--- config.mk ---
export PLATFORM = sky130hd
export DESIGN_NAME = sabf_fit_eval
export DESIGN_NICKNAME = d
export VERILOG_FILES = /design/src/rtl/sabf_pkg.sv /design/src/rtl/sabf_fit_eval.sv
export SDC_FILE = /design/constraint.sdc
export NUM_CORES = 1
export LEC_CHECK = 0
export BUFFER_PORTS_ARGS = -buffer_cell sky130_fd_sc_hd__buf_2
export CAP_MARGIN = 15
export CORE_MARGIN = 3
export CORE_UTILIZATION = 30
export DETAILED_ROUTE_END_ITERATION = 8
export PLACE_DENSITY = 0.62
export SLEW_MARGIN = 5
export SYNTH_ARGS = -nofsm -noshare
export SYNTH_HDL_FRONTEND = slang
export SYNTH_SLANG_ARGS = --single-unit
--- constraint.sdc ---
create_clock -name clk -period 8.55 [get_ports clk]
set_input_delay 1.71 -clock clk [delete_from_list [all_inputs] [get_ports clk]]
set_output_delay 1.71 -clock clk [all_outputs]
set_load 0.05 [all_outputs]
--- src/rtl/sabf_pkg.sv ---
// ----------------------------------------------------------------------------
// sabf_pkg
// Types, field widths, codes and helpers shared by the stack allocator
// with best-fit free list.
// ----------------------------------------------------------------------------
package sabf_pkg;

  localparam int ADDR_W  = 48;
  localparam int SIZE_W  = 32;
  localparam int ALIGN_W = 17;
  localparam int FUNC_W  = 3;
  localparam int STAT_W  = 3;
  localparam int MASK_W  = 17;
  localparam int SUM_W   = 51;

  localparam logic [FUNC_W-1:0] FUNC_ALLOC   = 3'd0;
  localparam logic [FUNC_W-1:0] FUNC_FREE    = 3'd1;
  localparam logic [FUNC_W-1:0] FUNC_POP     = 3'd2;
  localparam logic [FUNC_W-1:0] FUNC_SAVE    = 3'd3;
  localparam logic [FUNC_W-1:0] FUNC_RESTORE = 3'd4;

  localparam logic [STAT_W-1:0] ST_DONE      = 3'd0;
  localparam logic [STAT_W-1:0] ST_REUSED    = 3'd1;
  localparam logic [STAT_W-1:0] ST_UNDERFLOW = 3'd2;
  localparam logic [STAT_W-1:0] ST_LIST_FULL = 3'd3;
  localparam logic [STAT_W-1:0] ST_OVERFLOW  = 3'd4;

  typedef struct packed {
    logic [FUNC_W-1:0]  func;
    logic [ALIGN_W-1:0] alignment;
    logic [SIZE_W-1:0]  size;
    logic [ADDR_W-1:0]  free_address;
  } req_t;

  typedef struct packed {
    logic [ADDR_W-1:0] address;
    logic [STAT_W-1:0] status;
    logic [SIZE_W-1:0] committed_bytes;
  } rsp_t;

  typedef struct packed {
    logic [ADDR_W-1:0] addr;
    logic [SIZE_W-1:0] size;
  } entry_t;

  // alignment rounded up to a power of two, returned as that power minus one
  function automatic logic [MASK_W-1:0] align_mask(input logic [ALIGN_W-1:0] alignment);
    logic [MASK_W-1:0] v;
    v = (alignment == '0) ? '0 : MASK_W'(alignment - 1'b1);
    v = v | (v >> 1);
    v = v | (v >> 2);
    v = v | (v >> 4);
    v = v | (v >> 8);
    v = v | (v >> 16);
    return v;
  endfunction

endpackage

--- src/rtl/sabf_fit_eval.sv ---
// ----------------------------------------------------------------------------
// sabf_fit_eval
// Two-stage evaluation of one free-list entry per cycle, keeping the
// best fit seen since the last clear.
// ----------------------------------------------------------------------------
module sabf_fit_eval #(
  parameter int IDX_W = 6
) (
  input  logic                          clk,
  input  logic                          rst,
  input  logic                          clear,
  input  logic                          in_valid,
  input  logic [IDX_W-1:0]              in_idx,
  input  sabf_pkg::entry_t              in_entry,
  input  logic [sabf_pkg::MASK_W-1:0]   mask,
  input  logic [sabf_pkg::SIZE_W-1:0]   req_size,
  output logic                          busy,
  output logic                          found,
  output logic [IDX_W-1:0]              best_idx,
  output logic [sabf_pkg::ADDR_W-1:0]   best_addr
);
  import sabf_pkg::*;

  logic              e1_valid;
  logic [IDX_W-1:0]  e1_idx;
  logic [ADDR_W-1:0] e1_al;
  logic [MASK_W-1:0] e1_pad;
  logic [SIZE_W-1:0] e1_size;
  logic              e1_skip;
  logic [SIZE_W-1:0] best;

  logic [ADDR_W:0]   al_sum;
  logic [ADDR_W:0]   al;
  logic [MASK_W-1:0] pad;
  logic [SIZE_W:0]   diff;
  logic [SIZE_W-1:0] usable;
  logic              take;

  always_comb begin
    al_sum = {1'b0, in_entry.addr} + {{(ADDR_W+1-MASK_W){1'b0}}, mask};
    al     = al_sum & ~{{(ADDR_W+1-MASK_W){1'b0}}, mask};
    pad    = al[MASK_W-1:0] - in_entry.addr[MASK_W-1:0];
    diff   = {1'b0, e1_size} - {{(SIZE_W+1-MASK_W){1'b0}}, e1_pad};
    usable = diff[SIZE_W-1:0];
    take   = e1_valid && !e1_skip && !diff[SIZE_W] && (usable >= req_size)
             && (!found || usable <= best);
  end

  assign busy = e1_valid;

  always_ff @(posedge clk) begin
    if (rst) begin
      e1_valid <= 1'b0;
      found    <= 1'b0;
    end else begin
      e1_valid <= in_valid && !clear;
      if (clear) begin
        found <= 1'b0;
      end else if (take) begin
        found <= 1'b1;
      end
    end
    e1_idx  <= in_idx;
    e1_al   <= al[ADDR_W-1:0];
    e1_pad  <= pad;
    e1_size <= in_entry.size;
    e1_skip <= al[ADDR_W];
    if (take) begin
      best      <= usable;
      best_idx  <= e1_idx;
      best_addr <= e1_al;
    end
  end

endmodule

# Yosys cells after proc, flatten, opt, wreduce, memory -nomap -nowiden
# Cells that the tools add are included.
word_totals:
  regBits: 192
  latch_bits: 0
  ram_bits: 0
  mem_bits_ro: 0
  in_bits: 139
  out_inout_bits: 56
  wordCells: 28
  memories: 0
classes:
  add_sub_neg: 3
  n_mul: 0
  div_mod_pow: 0
  order_cmp: 2
  n_eq_ne: 0
  shift: 0
  mux: 0
  bitwise_logic: 2
  n_reduce_logical: 11
op_table:
  columns: ["op", "count"]
  rows:
  - ["48-bit by 17-bit adder with 49-bit output", 1]
  - ["49-bit bitwise AND", 1]
  - ["17-bit NOT with 49-bit output", 1]
  - ["32-bit by 17-bit subtractor with 33-bit output", 1]
  - ["32-bit greater-or-equal comparator", 1]
  - ["32-bit less-or-equal comparator", 1]
  - ["17-bit subtractor", 1]
  - ["1-bit logical AND", 5]
  - ["1-bit zero test", 4]
  - ["2-bit OR reduction", 1]
  - ["1-bit logical OR", 1]

# Logic depth before layout (Yosys ltp)
logic_depth:
  word_depth: 5
  ltp_mapped: 23
  ltp_nobuf: 23

# Worst setup path before layout
# Ideal clock, no wire load.
synth_timing:
  kind: "reg-to-reg"
  from: "reg e1_pad[1]"
  to: "reg best[0] (enable)"
  setup_time_ns: 0.582
  arrival_ns: 8.142
  t_required_ns: 7.968
  setup_slack_ns: -0.173
  path_stages_with_launch: 19
  n_path_buf: 0
  synth_period_minus_slack_ns: 8.723
  path_cell_list: "dfxtp_1 inv_1 ha_1 nor2b_1 o21ai_0 a21boi_1 o21a_1 o21ai_1 a31oi_1 a21o_1 a41oi_1 nand4b_1 xnor2_1 ha_1 nand4_1 or4_1 nor4bb_1 nor2_1 a31oi_1"
synth_via:
  elab_cells_between_ends: 8
  cone_classes: "add/sub (1); order compare (2); reduce/logical (5)"
synth_rtl:
  columns: ["item", "line_no", "rtl"]
  rows:
  - ["start: declaration", "sabf_fit_eval.sv:27", "logic [MASK_W-1:0] e1_pad;"]
  - ["start signal: assignment", "sabf_fit_eval.sv:65", "e1_pad <= pad;"]
  - ["32-bit by 17-bit subtractor with 33-bit output (*)", "sabf_fit_eval.sv:43", "diff = {1'b0, e1_size} - {{(SIZE_W+1-MASK_W){1'b0}}, e1_pad};"]
  - ["named net diff[31]", "sabf_fit_eval.sv:35", "logic [SIZE_W:0] diff;"]
  - ["32-bit greater-or-equal comparator / 32-bit less-or-equal comparator (equally long branches)", "sabf_fit_eval.sv:45, sabf_fit_eval.sv:46", null]
  - ["1-bit logical AND / 1-bit logical OR (equally long branches)", "sabf_fit_eval.sv:45, sabf_fit_eval.sv:46", null]
  - ["1-bit logical AND (*)", "sabf_fit_eval.sv:46", "&& (!found || usable <= best);"]
  - ["named net take", "sabf_fit_eval.sv:37", "logic take;"]
  - ["end signal: assignment", "sabf_fit_eval.sv:69", "best <= usable;"]
  - ["end: declaration", "sabf_fit_eval.sv:30", "logic [SIZE_W-1:0] best;"]
# The timed path passes the listed nets; every way through them passes the cells marked *.
# A chain may end at the register's enable or synchronous reset.

# Worst setup path after layout
layout_timing:
  from: "reg e1_pad[1]"
  to: "reg best_addr[9] (netlist bit) (enable)"
layout_via:
  elab_cells_between_ends: 8
  cone_classes: "add/sub (1); order compare (2); reduce/logical (5)"
layout_rtl:
  columns: ["item", "line_no", "rtl"]
  rows:
  - ["32-bit by 17-bit subtractor with 33-bit output (*)", "sabf_fit_eval.sv:43", null]
  - ["named net diff[31]", "sabf_fit_eval.sv:35", null]
  - ["32-bit greater-or-equal comparator / 32-bit less-or-equal comparator (equally long branches)", "sabf_fit_eval.sv:45, sabf_fit_eval.sv:46", null]
  - ["1-bit logical AND / 1-bit logical OR (equally long branches)", "sabf_fit_eval.sv:45, sabf_fit_eval.sv:46", null]
  - ["1-bit logical AND (*)", "sabf_fit_eval.sv:46", null]
  - ["named net take", "sabf_fit_eval.sv:37", null]
  - ["end signal: assignment", "sabf_fit_eval.sv:71", "best_addr <= e1_al;"]
  - ["end: declaration", "sabf_fit_eval.sv:20", "output logic [sabf_pkg::ADDR_W-1:0] best_addr"]
# Marks and branches as above.

==> run metrics <==
register area 4700 µm²; die height 187 µm; worst-path cell with the longest stage delay a41oi_1; fin area 12000 µm²; drt drc 0; RD Place Congestion 0.851; # fillers 3183; WP data required 8.61 ns; Leak 5.38 nW; Vias/cell 4.50; final WL 23500 µm; headroom to the max-slew limit 51.9%; vias in the first global route 7262; crit-path cells inv_1 -> ha_1 -> nor2b_1 -> o21ai_0 -> a21boi_1 -> o21a_1 -> o21ai_1 -> a31oi_1 -> a21o_1 -> a41oi_1 -> nand4b_1 -> xnor2_1 -> ha_1 -> nand4_1 -> or4_1 -> nor4bb_1 -> nor2_1 -> a31oi_4 -> buf_4; Chip Width 187 µm; setup repair bufs after CTS 0; delay-heaviest family, CP compound AO/OA/AOI/OAI gates; total grt overflow 0; ys async rst share 0%; TritonCTS clock tree built; CTS Buffer Depth 2; average size of a mapped cell 10.7 µm²; multi-input logic area 4780 µm²; Power Internal 1.75 mW; Cells after Synth 919; # nets final 1368; RSZ-0062 raised after global routing false; Max-cap violations 0; Std-Cell Rows 65; Antenna Nets Post-Route 0; Iter 0 DRT Violations 287; final worst path period need 5.62 ns; Buf/Inv on CP 2; layout overhead on the synthesized area 21.1%; HPWL after DPL 19300 µm; endpoints failing setup 0; Placed Instance Area 11400 µm²; Reg clk slew, reported paths 0.07 ns; hold crit path type flip-flop to flip-flop; Final Core Density 37.4%; crit path DAT 5.68 ns; Worst Path Max Fanout 52; Inst Count DP 1543; status complete, no violations; EDFF count, synth 86; layout cells sized above 1 22.8%; Worst VDD drop 0.102 mV; Global Route Usage Sum 13.5%; combinational power share 28.5%; starting density of the core 30.9%; Net Count, Synth 1160; measured slew at the worst slew-check pin 0.722 ns; IO Port Bufs 194; crit end category flip-flop; fin crit share 65.8%; DRT Pass-1 Iters 4; Most used DFF post-synth dfxtp_1; synthesized flop and latch total 192; Seq/Total Area, Yosys 47.6%; switching portion of total power 31.4%; H-tree depth 4; worst setup margin 2.93 ns; drt wl/cell 14.9 µm; largest net degree at the start of global routing 53; wire length of the first global-routing pass 37400 µm; PostCTS Resize Cnt 0; dpl ws 2.96 ns; yosys warns 0; Final Hold Viols 0; P per Cell Area 214 nW/µm²; P_sw 0.802 mW; worst skew pair latency 0.43 ns; vias 7089; most common cell after layout, fill and taps aside buf_2; hold buffer count at CTS 0; clock root buffer clkbuf_16; Clock Power Share 30.2%; I/O pins 195; CTS buffer count 17; Clock Sinks 192; Synth cell types 80; synthesized area 9880 µm²; Finished Layout Cells 1576; skew final 0.0120 ns; crit-path most repeated cell ha_1; Die Area 35100 µm²; most frequent cells in the layout buf_2 (194), dfxtp_1 (106), ha_1 (100); initial antenna violation count 1; slowest cell delay on critical path 0.57 ns; sequential fraction of design power 41.3%; critical setup path kind flip-flop to flip-flop; Final Max Slew Viols 0; Core ar. 32000 µm²; crit path launch type flip-flop; Achievable Freq 178 MHz; setup_tns 0 ns
==> registers in the layout, summed over array words and instances (netlist names) <==
register,cells
best,32
best_addr,48
best_idx,6
busy,1
e1_al,48
e1_idx,6
e1_pad,17
e1_size,32
e1_skip,1
found,1
==> cells in the mapped netlist, types with 4 or more instances <==
cell type / number / share of area, %
nand4b_1: 4 / 0.35
nand4_1: 19 / 1.2
mux2i_1: 6 / 0.61
nand3_1: 21 / 1.1
nor2b_1: 21 / 1.3
inv_1: 97 / 3.7
and3_1: 16 / 1.0
o21ai_0: 24 / 1.2
a31oi_1: 8 / 0.51
o31ai_1: 5 / 0.38
a211oi_1: 4 / 0.30
o21ai_1: 6 / 0.30
dfxtp_1: 106 / 21
o21a_1: 13 / 0.99
xor2_1: 25 / 2.2
nor2_1: 54 / 2.1
or2_2: 6 / 0.38
nor4_1: 5 / 0.32
a21o_1: 21 / 1.6
nor3_1: 20 / 1.0
and2_1: 4 / 0.25
nand2_1: 42 / 1.6
xnor2_1: 57 / 5.1
nor3b_1: 6 / 0.46
or4_1: 4 / 0.30
edfxtp_1: 86 / 26
a21oi_1: 40 / 2.0
nand2b_1: 17 / 1.1
ha_1: 100 / 13
==> cell families after synthesis <==
family                   count (synthesis)  synth area share, %
flip-flops                             192                 47.6
multiplexers                            11                 1.24
buffers and inverters                  104                 4.17
adder cells (fa/ha/maj)                102                 13.1
XOR/XNOR                                82                 7.27
AND/OR/NAND/NOR                        258                 14.2
AO/OA/AOI/OAI                          170                 12.4
==> metrics by stage <==
| step | total power, mW | hold slack [ns] |
|---|---|---|
| finish | 2.56 | 0.407 |
| global route | 2.73 | 0.411 |
| CTS | 2.59 | 0.407 |
| detailed placement | 1.81 | 0.389 |
| global placement | 1.79 | 0.386 |
| floorplan | 1.61 | 0.386 |
==> layout make-up <==
type                    count  share of cell area [%]
repair buffers            196                    8.24
clock buffers              18                    3.67
flip-flops and latches    192                    39.3
well taps                 435                    4.55
diodes                      1                  0.0209
clock inverters            14                    1.22
multi-input cells         623                    39.9
inverters                  97                    3.04
==> per-layer routing <==
| layer | global-route usage [%] | share of wire (%) | up-vias |
|---|---|---|---|
| met2 | 24.5 | 52 | 105 |
| met3 | 2.32 | 2.5 | 30 |
| met4 | 5.22 | 2.5 | 0 |
| met1 | 15.8 | 43 | 3250 |
| met5 | 0 | 0 | - |
| li1 | - | - | 3704 |
==> path summary, 6_finish.rpt <==
| kind | depth (start not counted) | endpoint | slack (ns) | startpoint |
|---|---|---|---|---|
| max | 19 | best_addr[9]$_DFFE_PP_ | 2.93 | e1_pad[1]$_DFF_P_ |
| min | 0 | best_addr[9]$_DFFE_PP_ | 0.41 | e1_al[9]$_DFF_P_ |
| max reg2reg | 19 | best_addr[9]$_DFFE_PP_ | 2.93 | e1_pad[1]$_DFF_P_ |
| min reg2reg | 0 | best_addr[9]$_DFFE_PP_ | 0.41 | e1_al[9]$_DFF_P_ |
==> power groups by stage <==
stage / clock, mW / sequential, mW / combinational [mW]
6_report: 0.773 / 1.05 / 0.729
4_1_cts: 0.800 / 1.06 / 0.737
3_5_place_dp: 0 / 1.08 / 0.730
2_1_floorplan: 0 / 1.07 / 0.539
5_1_grt: 0.835 / 1.06 / 0.834
3_3_place_gp: 0 / 1.07 / 0.718
No activity file was read; power rests on OpenSTA's default activity.
