<file path="src/rtl/sabf_pkg.sv">
// ----------------------------------------------------------------------------
// sabf_pkg
// Types, field widths, codes and helpers shared by the stack allocator
// with best-fit free list.
// ----------------------------------------------------------------------------
package sabf_pkg;

  localparam int ADDR_W  = 48;
  localparam int SIZE_W  = 32;
  localparam int ALIGN_W = 17;
  localparam int FUNC_W  = 3;
  localparam int STAT_W  = 3;
  localparam int MASK_W  = 17;
  localparam int SUM_W   = 51;

  localparam logic [FUNC_W-1:0] FUNC_ALLOC   = 3'd0;
  localparam logic [FUNC_W-1:0] FUNC_FREE    = 3'd1;
  localparam logic [FUNC_W-1:0] FUNC_POP     = 3'd2;
  localparam logic [FUNC_W-1:0] FUNC_SAVE    = 3'd3;
  localparam logic [FUNC_W-1:0] FUNC_RESTORE = 3'd4;

  localparam logic [STAT_W-1:0] ST_DONE      = 3'd0;
  localparam logic [STAT_W-1:0] ST_REUSED    = 3'd1;
  localparam logic [STAT_W-1:0] ST_UNDERFLOW = 3'd2;
  localparam logic [STAT_W-1:0] ST_LIST_FULL = 3'd3;
  localparam logic [STAT_W-1:0] ST_OVERFLOW  = 3'd4;

  typedef struct packed {
    logic [FUNC_W-1:0]  func;
    logic [ALIGN_W-1:0] alignment;
    logic [SIZE_W-1:0]  size;
    logic [ADDR_W-1:0]  free_address;
  } req_t;

  typedef struct packed {
    logic [ADDR_W-1:0] address;
    logic [STAT_W-1:0] status;
    logic [SIZE_W-1:0] committed_bytes;
  } rsp_t;

  typedef struct packed {
    logic [ADDR_W-1:0] addr;
    logic [SIZE_W-1:0] size;
  } entry_t;

  // alignment rounded up to a power of two, returned as that power minus one
  function automatic logic [MASK_W-1:0] align_mask(input logic [ALIGN_W-1:0] alignment);
    logic [MASK_W-1:0] v;
    v = (alignment == '0) ? '0 : MASK_W'(alignment - 1'b1);
    v = v | (v >> 1);
    v = v | (v >> 2);
    v = v | (v >> 4);
    v = v | (v >> 8);
    v = v | (v >> 16);
    return v;
  endfunction

endpackage

</file>
<file path="src/rtl/sabf_align_add.sv">
// ----------------------------------------------------------------------------
// sabf_align_add
// Shared adder: sum with carry-in, low bits cleared by an alignment mask.
// ----------------------------------------------------------------------------
module sabf_align_add (
  input  logic [sabf_pkg::SUM_W-1:0]  a,
  input  logic [sabf_pkg::SUM_W-1:0]  b,
  input  logic                        cin,
  input  logic [sabf_pkg::MASK_W-1:0] m,
  output logic [sabf_pkg::SUM_W-1:0]  y
);
  import sabf_pkg::*;

  logic [SUM_W-1:0] sum;

  always_comb begin
    sum = a + b + SUM_W'(cin);
    y   = sum & ~{{(SUM_W-MASK_W){1'b0}}, m};
  end

endmodule

</file>
<file path="config.mk">
export PLATFORM = sky130hd
export DESIGN_NAME = sabf_align_add
export DESIGN_NICKNAME = d
export VERILOG_FILES = /design/src/rtl/sabf_pkg.sv /design/src/rtl/sabf_align_add.sv
export SDC_FILE = /design/constraint.sdc
export NUM_CORES = 1
export LEC_CHECK = 0
export BUFFER_PORTS_ARGS = -buffer_cell sky130_fd_sc_hd__buf_2
export CAP_MARGIN = 0
export CORE_MARGIN = 2
export CORE_UTILIZATION = 30
export DETAILED_ROUTE_END_ITERATION = 8
export SLEW_MARGIN = 40
export SYNTH_ARGS = -nofsm -noshare
export SYNTH_HDL_FRONTEND = slang
export SYNTH_SLANG_ARGS = --single-unit
</file>
<file path="constraint.sdc">
create_clock -name vclk -period 4.2
set_input_delay 0.84 -clock vclk [all_inputs]
set_output_delay 0.84 -clock vclk [all_outputs]
set_load 0.01 [all_outputs]
</file>
# ---- Word level (Yosys, flattened, before mapping)
# Index checks and enable logic that the tools add are counted.
dict set report totals {
  regBits 0
  inputBits 120
}
dict set report op_classes {
  n_addsub 2
  bitwise_logic 2
}
# op n
set ops {}
lappend ops {{$add A51 B1 Y51} 1}
lappend ops {{$add A51 B51 Y51} 1}
lappend ops {{$and A51 B51 Y51} 1}
lappend ops {{$not A17 Y51} 1}

# ---- Depth between registers and ports, before layout
# Gate-level depths: netlist of the first run.
dict set report depth {
  ltp_word 3
  mapped_depth 13
}

# ---- Worst setup path before layout of the first run
# OpenSTA, ideal clock, no wires.
dict set report synth_path {
  path_kind {input-to-output}
  start {in a[0] in the netlist's numbering}
  end {out y[30] in the netlist's numbering}
  path_stages 13
  slack_ns 0.247
  t_required_ns 3.360
  t_arrival_ns 3.113
  cell_sequence {inv_1 -> fa_1 -> inv_1 -> fa_1 -> a21o_1 -> nand2_1 -> o21ai_2 -> a21oi_4 -> o21ba_1 -> o21a_2 -> o21bai_2 -> a2111oi_0 -> a311oi_1}
}
dict set report synth_between {
  elab_chain_len 3
}
# element line
set synth_rtl {}
lappend synth_rtl {{start: declaration} sabf_align_add.sv:6} ;# input logic [sabf_pkg::SUM_W-1:0] a,
lappend synth_rtl {{$add A51 B51 Y51} sabf_align_add.sv:17} ;# sum = a + b + SUM_W'(cin);
lappend synth_rtl {{$add A51 B1 Y51} sabf_align_add.sv:17}
lappend synth_rtl {{$and A51 B51 Y51} sabf_align_add.sv:18} ;# y = sum & ~{{(SUM_W-MASK_W){1'b0}}, m};
lappend synth_rtl {{end: declaration} sabf_align_add.sv:10} ;# output logic [sabf_pkg::SUM_W-1:0] y
# Every way passes these cells.

# ---- Worst setup path after layout of the first run
dict set report layout_path {
  start {in a[0] in the netlist's numbering}
  end {out y[44] in the netlist's numbering}
}
# The elaborated chain is that of the path after synthesis.

==> results.cfg, run 1 <==
[sta]
relSlewSlack_pct = 67.4
period_share_pct = 97.2
period_needed_ps = 4080
tightest_slew_ps = 484
rsz0062_at_grt = true
setup_viol = 0
setup_ws_ps = 116
fin_setup_tns_ps = 0
fmax_ghz = 0.245
hold_viol = 0
final_max_slew_viol_count = 0

[final_layout]
mostFrequentLayoutCells = buf_2 (170), a21oi_1 (57), ha_1 (49)
area_delta_synth_final_pct = 35.8
nFlopsAndLatches = 0
n_antenna_cell = 0
regArea_um2 = 0
fin_util_pct = 41.4
drive_above_1_share_pct = 37.4
fill_cells = 1079
mostFrequentLayoutCell = buf_2
clkbuf_count = 0
final_net_count = 788

[floorplanning]
fp-row-count = 37
start_util_pct = 30.5
die_y_um = 106
die_w_um = 106
io_pins = 171
fp.coreArea_um2 = 10200
die-area_um2 = 11200

[grt]
gr-total-overflow = 0
grt_first_pass_wirelength_mm = 15.9
grt_util_all_layers_pct = 16.4
grt_pass1_vias = 3567
grt_start_max_net_pins = 12
antenna_found_initial = 0

[clocking]
ctsHoldBuffers = 0

[route]
detail_route.wirelength_mm = 9.92
wl_per_cell_um = 13.2
ant_nets = 0
routed-via-count = 3871
drt_iter0_drc = 113
drtPass1Iterations = 4
drc = 0
drt-vias-per-instance = 5.15

[logic_synthesis]
yosysSeqAreaShare_pct = 0
synth_area_um2 = 3120
synth_area_per_cell_um2 = 7.01
yosysWarningCount = 0
synth_nets = 616
synth_cells = 445
synthDistinctLibCells = 55

[hold_path]
hp-class = in2out
whs_path_depth = 3
hp-start = m[0]
holdPathEnd = y[0]

[place]
portBuffers = 171
hpwl_mm = 8.62
gp_congestion = 0.847
post-place-ws_ps = -94.0

[worst_setup_path]
cp_slowest_cell = fa_2
cp-start-kind = primary input
critPathKind = in2out
critPathMaxStageDelay_ps = 370
critPathTopFamily = compound AO/OA/AOI/OAI gates
crit_arrival_ps = 3240
cp_cell_sequence = buf_8, inv_4, fa_2, inv_2, fa_2, nand3_2, a211oi_2, o21ai_2, a211oi_4, a21oi_2, o211ai_2, inv_1, o21ai_2, xor2_1, buf_2
path_buf_inv = 5
crit_path_end_kind = primary output
cp_max_fo = 3
cp_data_required_time_ps = 3360

[power]
p_per_area_nw_per_um2 = 177
peakVddDrop_mv = 0.0757
p_leak_nw = 2.14

[status]
status = finished clean

[flow_run]
maxCapViolCount = 0
==> metal layers <==
| metal | track usage [%] | part of all wire (%) |
|---|---|---|
| met1 | 21.7 | 45 |
| met2 | 30.5 | 50 |
| met3 | 0.613 | 4.6 |
| met4 | 1.41 | 0.81 |
| met5 | 0 | 0 |
==> logic make-up after synthesis <==
kind of cell,after synthesis,synth area share (%)
buffers and inverters,31,5.25
adder cells (fa/ha/maj),51,20.9
XOR/XNOR,47,13.2
AO/OA/AOI/OAI,175,38.1
AND/OR/NAND/NOR,141,22.5
==> cells in the mapped netlist (7+ instances only) <==
| library cell | instances | share of area, % |
|---|---|---|
| xor2_1 | 22 | 6.2 |
| nand2_1 | 43 | 5.2 |
| o21ai_0 | 23 | 3.7 |
| inv_1 | 11 | 1.3 |
| o21ai_1 | 14 | 2.2 |
| nor2b_1 | 8 | 1.6 |
| xnor2_1 | 25 | 7.0 |
| nor2_1 | 36 | 4.3 |
| buf_2 | 8 | 1.3 |
| clkbuf_1 | 7 | 0.84 |
| a21oi_1 | 57 | 9.1 |
| ha_1 | 49 | 20 |
| a21o_1 | 27 | 6.5 |
| nand3_1 | 8 | 1.3 |
| nand4_1 | 19 | 3.8 |
==> power by group <==
group / internal [mW] / total, mW / switching [mW]
clock: 0 / 0 / 0
combinational: 0.335 / 0.749 / 0.414
sequential: 0 / 0 / 0
==> stage by stage <==
step                      cell area [um^2]  hold slack, ps  instances  total power [mW]
after CTS                             4180            1910        751             0.739
after detailed placement              4160            1910        750             0.732
after global routing                  4240            1910        751             0.824
after floorplan                       3120            1720        445             0.480
final                                 4240            1910        751             0.749
after global placement                4160            1900        750             0.728
==> final cells by class <==
cell class	instances	area (um^2)	share of cell area (%)
Inverter	11	43.8	1.03
Timing Repair Buffer	190	1010	23.8
Multi-Input combinational cell	414	3020	71.2
Tap cell	136	170	4.02
==> timing repair <==
action | 4_1_cts | 5_1_grt
pin swaps | 9 | 9
gates resized for setup | 5 | 12
setup endpoints to repair | 4 | 10
buffers inserted | 1 | 0
==> worst min-delay path, stage by stage <==
cell and delay [ps]:
buf_2 70, nor2_1 30, buf_2 120
==> worst max-delay path by stage <==
| stage | slack, ps | start | cells past startpoint | to |
|---|---|---|---|---|
| floorplan | 250 | a[0] | 13 | y[30] |
| global placement | -60 | a[0] | 15 | y[48] |
| detailed placement | -90 | a[0] | 15 | y[44] |
| CTS | 1 | cin | 15 | y[44] |
| global route | -50 | a[0] | 15 | y[44] |
| finish | 120 | a[0] | 15 | y[44] |
(Power assumes the default switching activity.)
==> run 2, diff against run 1 <==
--- a/config.mk
+++ b/config.mk
@@ -8,8 +8,9 @@
 export BUFFER_PORTS_ARGS = -buffer_cell sky130_fd_sc_hd__buf_2
 export CAP_MARGIN = 0
 export CORE_MARGIN = 2
-export CORE_UTILIZATION = 30
+export CORE_UTILIZATION = 35
 export DETAILED_ROUTE_END_ITERATION = 8
+export PLACE_DENSITY = 0.65
 export SLEW_MARGIN = 40
 export SYNTH_ARGS = -nofsm -noshare
 export SYNTH_HDL_FRONTEND = slang
==> results.cfg, run 2 (synthesis gave the netlist of run 1 again) <==
[status]
status = finished clean

[worst_setup_path]
cp_max_fo = 3
critPathTopFamily = compound AO/OA/AOI/OAI gates
cp_cell_sequence = buf_6, inv_2, fa_2, inv_2, fa_2, nand3_2, a211oi_2, o21ai_2, a211oi_4, a21oi_2, o211ai_2, or2_1, a31oi_1, xnor2_1, buf_2
critPathKind = in2out
path_buf_inv = 4
cp-start-kind = primary input
startpoint = cin
crit_path_end_kind = primary output
critPathMaxStageDelay_ps = 380
cp_slowest_cell = fa_2
crit_arrival_ps = 3260
cp_data_required_time_ps = 3360

[final_layout]
fill_cells = 914
regArea_um2 = 0
final_net_count = 788
multi_input_area_um2 = 3010
clkbuf_count = 0
nFlopsAndLatches = 0
mostFrequentLayoutCells = buf_2 (169), a21oi_1 (57), ha_1 (48)
drive_above_1_share_pct = 37.7
mostFrequentLayoutCell = buf_2
fin_util_pct = 48.4
area_delta_synth_final_pct = 34.6

[route]
drt-vias-per-instance = 5.39
drc = 0
ant_nets = 0
detail_route.wirelength_mm = 9.68
routed-via-count = 3905
wl_per_cell_um = 13.4
drtPass1Iterations = 4
drt_iter0_drc = 130

[power]
peakVddDrop_mv = 0.0933
p_leak_nw = 2.14
p_per_area_nw_per_um2 = 178
finalPower_mw = 0.747

[place]
portBuffers = 171
hpwl_mm = 8.35
gp_congestion = 0.875

[hold_path]
holdPathEnd = y[7]
hp-start = m[7]
whs_path_depth = 3
hp-class = in2out

[sta]
fmax_ghz = 0.244
setup_viol = 0
period_share_pct = 97.7
rsz0062_at_grt = true
final_max_slew_viol_count = 0
period_needed_ps = 4100
hold_viol = 0
tightest_slew_ps = 491
relSlewSlack_pct = 67.0

[grt]
grt_util_all_layers_pct = 18.5
grt_start_max_net_pins = 12
grt_pass1_vias = 3713
gr-total-overflow = 0
grt_first_pass_wirelength_mm = 15.7
antenna_found_initial = 1

[floorplanning]
fp.coreArea_um2 = 8680
die_y_um = 98.4
start_util_pct = 36.0
die_w_um = 98.4
io_pins = 171
fp-row-count = 34
die-area_um2 = 9690

[clocking]
ctsHoldBuffers = 0

[flow_run]
maxCapViolCount = 0
-- run 2: area by class of cell --
cell class / count / share of cell area [%]
multi-input cells: 414 / 71.7
repair buffers: 190 / 24.1
well taps: 108 / 3.22
inverters: 11 / 0.983
diodes: 1 / 0.0596
-- run 2: worst max path at each step --
stage             to  depth (start not counted)  slack [ps]
2_1_floorplan  y[30]                         13         250
3_3_place_gp   y[48]                         15         -40
3_5_place_dp   y[48]                         15        -120
4_1_cts        y[48]                         15         0.8
5_1_grt        y[44]                         15         -60
6_report       y[48]                         15         100
-- run 2: per-stage QoR --
stage | instance area, um^2 | std cells | setup WS, ps | setup TNS, ps | hold slack [ps]
global route | 4200 | 724 | -57.6 | -117 | 1920
CTS | 4150 | 722 | 0.799 | 0 | 1910
detailed placement | 4110 | 720 | -119 | -274 | 1910
finish | 4200 | 724 | 96.8 | 0 | 1910
floorplan | 3120 | 445 | 247 | 0 | 1720
global placement | 4110 | 720 | -37.9 | -69.7 | 1900
-- run 2: where the power goes --
| group | internal, mW | total [mW] | switching [mW] |
|---|---|---|---|
| clock network | 0.0000000318 | 0.0000000318 | 0 |
| registers | 0 | 0 | 0 |
| logic | 0.336 | 0.747 | 0.412 |
| total | 0.336 | 0.747 | 0.412 |
-- run 2: metal layers --
layer,global-route usage (%),wire length [um],vias up
met1,24.4,4330,1757
met2,32.6,4570,136
met4,5.48,319,0
met5,0,0,-
met3,0.709,470,28
li1,-,-,1984
-- run 2: repair_timing --
| item | 4_1_cts | 5_1_grt |
|---|---|---|
| endpoints found under the setup margin | 5 | 6 |
| gates resized for setup | 7 | 10 |
| pin swaps | 11 | 18 |
| buffers inserted | 2 | 1 |
==> run 3, diff against run 2 <==
--- a/config.mk
+++ b/config.mk
@@ -10,6 +10,7 @@
 export CORE_MARGIN = 2
 export CORE_UTILIZATION = 35
 export DETAILED_ROUTE_END_ITERATION = 8
+export GPL_TIMING_DRIVEN = 0
 export PLACE_DENSITY = 0.65
 export SLEW_MARGIN = 40
 export SYNTH_ARGS = -nofsm -noshare
==> results.cfg, run 3 (synthesis gave the netlist of run 1 again) <==
[grt]
grt_pass1_vias = 3766
gr-total-overflow = 0
grt_first_pass_wirelength_mm = 16.0
antenna_found_initial = 0
grt_start_max_net_pins = 11
grt_util_all_layers_pct = 18.7

[place]
gp_congestion = 0.897
portBuffers = 171
hpwl_mm = 8.29
post-place-ws_ps = -199

[final_layout]
clkbuf_count = 0
fill_cells = 878
drive_above_1_share_pct = 37.7
multi_input_area_um2 = 3060
fin_util_pct = 49.5
area_delta_synth_final_pct = 37.7
final_net_count = 799
mostFrequentLayoutCells = buf_2 (178), a21oi_1 (57), ha_1 (49)
regArea_um2 = 0
n_antenna_cell = 0
nFlopsAndLatches = 0
mostFrequentLayoutCell = buf_2

[power]
p_leak_nw = 2.18
p_per_area_nw_per_um2 = 176
peakVddDrop_mv = 0.0961
finalPower_mw = 0.757

[sta]
relSlewSlack_pct = 65.1
setup_ws_ps = 74.5
setup_viol = 0
rsz0062_at_grt = true
whs_ps = 1900
fmax_ghz = 0.242
final_max_slew_viol_count = 0
period_share_pct = 98.2
tightest_slew_ps = 518
hold_viol = 0
period_needed_ps = 4130

[route]
drc = 0
wl_per_cell_um = 13.3
detail_route.wirelength_mm = 9.77
routed-via-count = 3922
ant_nets = 0
drt_iter0_drc = 153
drt-vias-per-instance = 5.34
drtPass1Iterations = 4

[worst_setup_path]
cp_data_required_time_ps = 3360
endpoint = y[30]
crit_arrival_ps = 3290
critPathKind = in2out
cp_max_fo = 4
crit_path_end_kind = primary output
cp-start-kind = primary input
startpoint = cin

[floorplanning]
fp.coreArea_um2 = 8680
die_y_um = 98.4
start_util_pct = 36.0
die_w_um = 98.4
io_pins = 171
die-area_um2 = 9690
fp-row-count = 34

[clocking]
ctsHoldBuffers = 0

[hold_path]
hp-class = in2out
whs_path_depth = 3

[flow_run]
maxCapViolCount = 0

[status]
status = finished clean
-- run 3: timing repair --
action	in CTS	in global routing
endpoints found under the hold margin	0	0
setup buffers	6	4
gates resized for setup	12	11
setup endpoints to repair	4	13
pin swaps	13	13
-- run 3: area by class of cell --
class / instances / area share [%]
inverters: 11 / 0.961
multi-input cells: 414 / 71.2
well taps: 108 / 3.14
plain buffers: 20 / 2.85
repair buffers: 181 / 21.8
-- run 3: metrics by stage --
step / cells / setup TNS, ps / cell area (um^2)
global placement: 724 / -406 / 4110
finish: 734 / 0 / 4300
CTS: 730 / -4.82 / 4200
detailed placement: 724 / -515 / 4110
global route: 734 / -154 / 4300
floorplan: 445 / 0 / 3120
-- run 3: how the worst min path moves through the flow --
stage / from / end
final: m[0] / y[0]
after global routing: m[0] / y[0]
after CTS: m[0] / y[0]
after detailed placement: m[0] / y[0]
after global placement: m[0] / y[0]
after floorplan: m[0] / y[0]
-- run 3: where the power goes --
| part | leakage, nW | switching (mW) | internal [mW] | total [mW] |
|---|---|---|---|---|
| Combinational | 2.18 | 0.422 | 0.335 | 0.757 |
| Clock | 0 | 0 | 0 | 0 |
| Sequential | 0 | 0 | 0 | 0 |
| Total | 2.18 | 0.422 | 0.335 | 0.757 |
-- run 3: worst max-delay path, cell delays in order --
cell and delay, ps:
buf_6 70, inv_2 30, fa_2 380, inv_2 60
fa_2 210, a21o_1 130, nand2_1 70, o21ai_2 230
a21oi_4 100, o21ba_2 220, o21a_2 240, o21bai_4 170
a2111oi_2 90, a311oi_2 240, buf_2 180
-- run 3: routing by layer --
metal	up-vias	routed length, um	track usage [%]
met2	117	4850	35.4
met3	6	557	0.567
met1	1784	4300	24.5
li1	2015	-	-
met5	-	0	0
met4	0	70	1.69
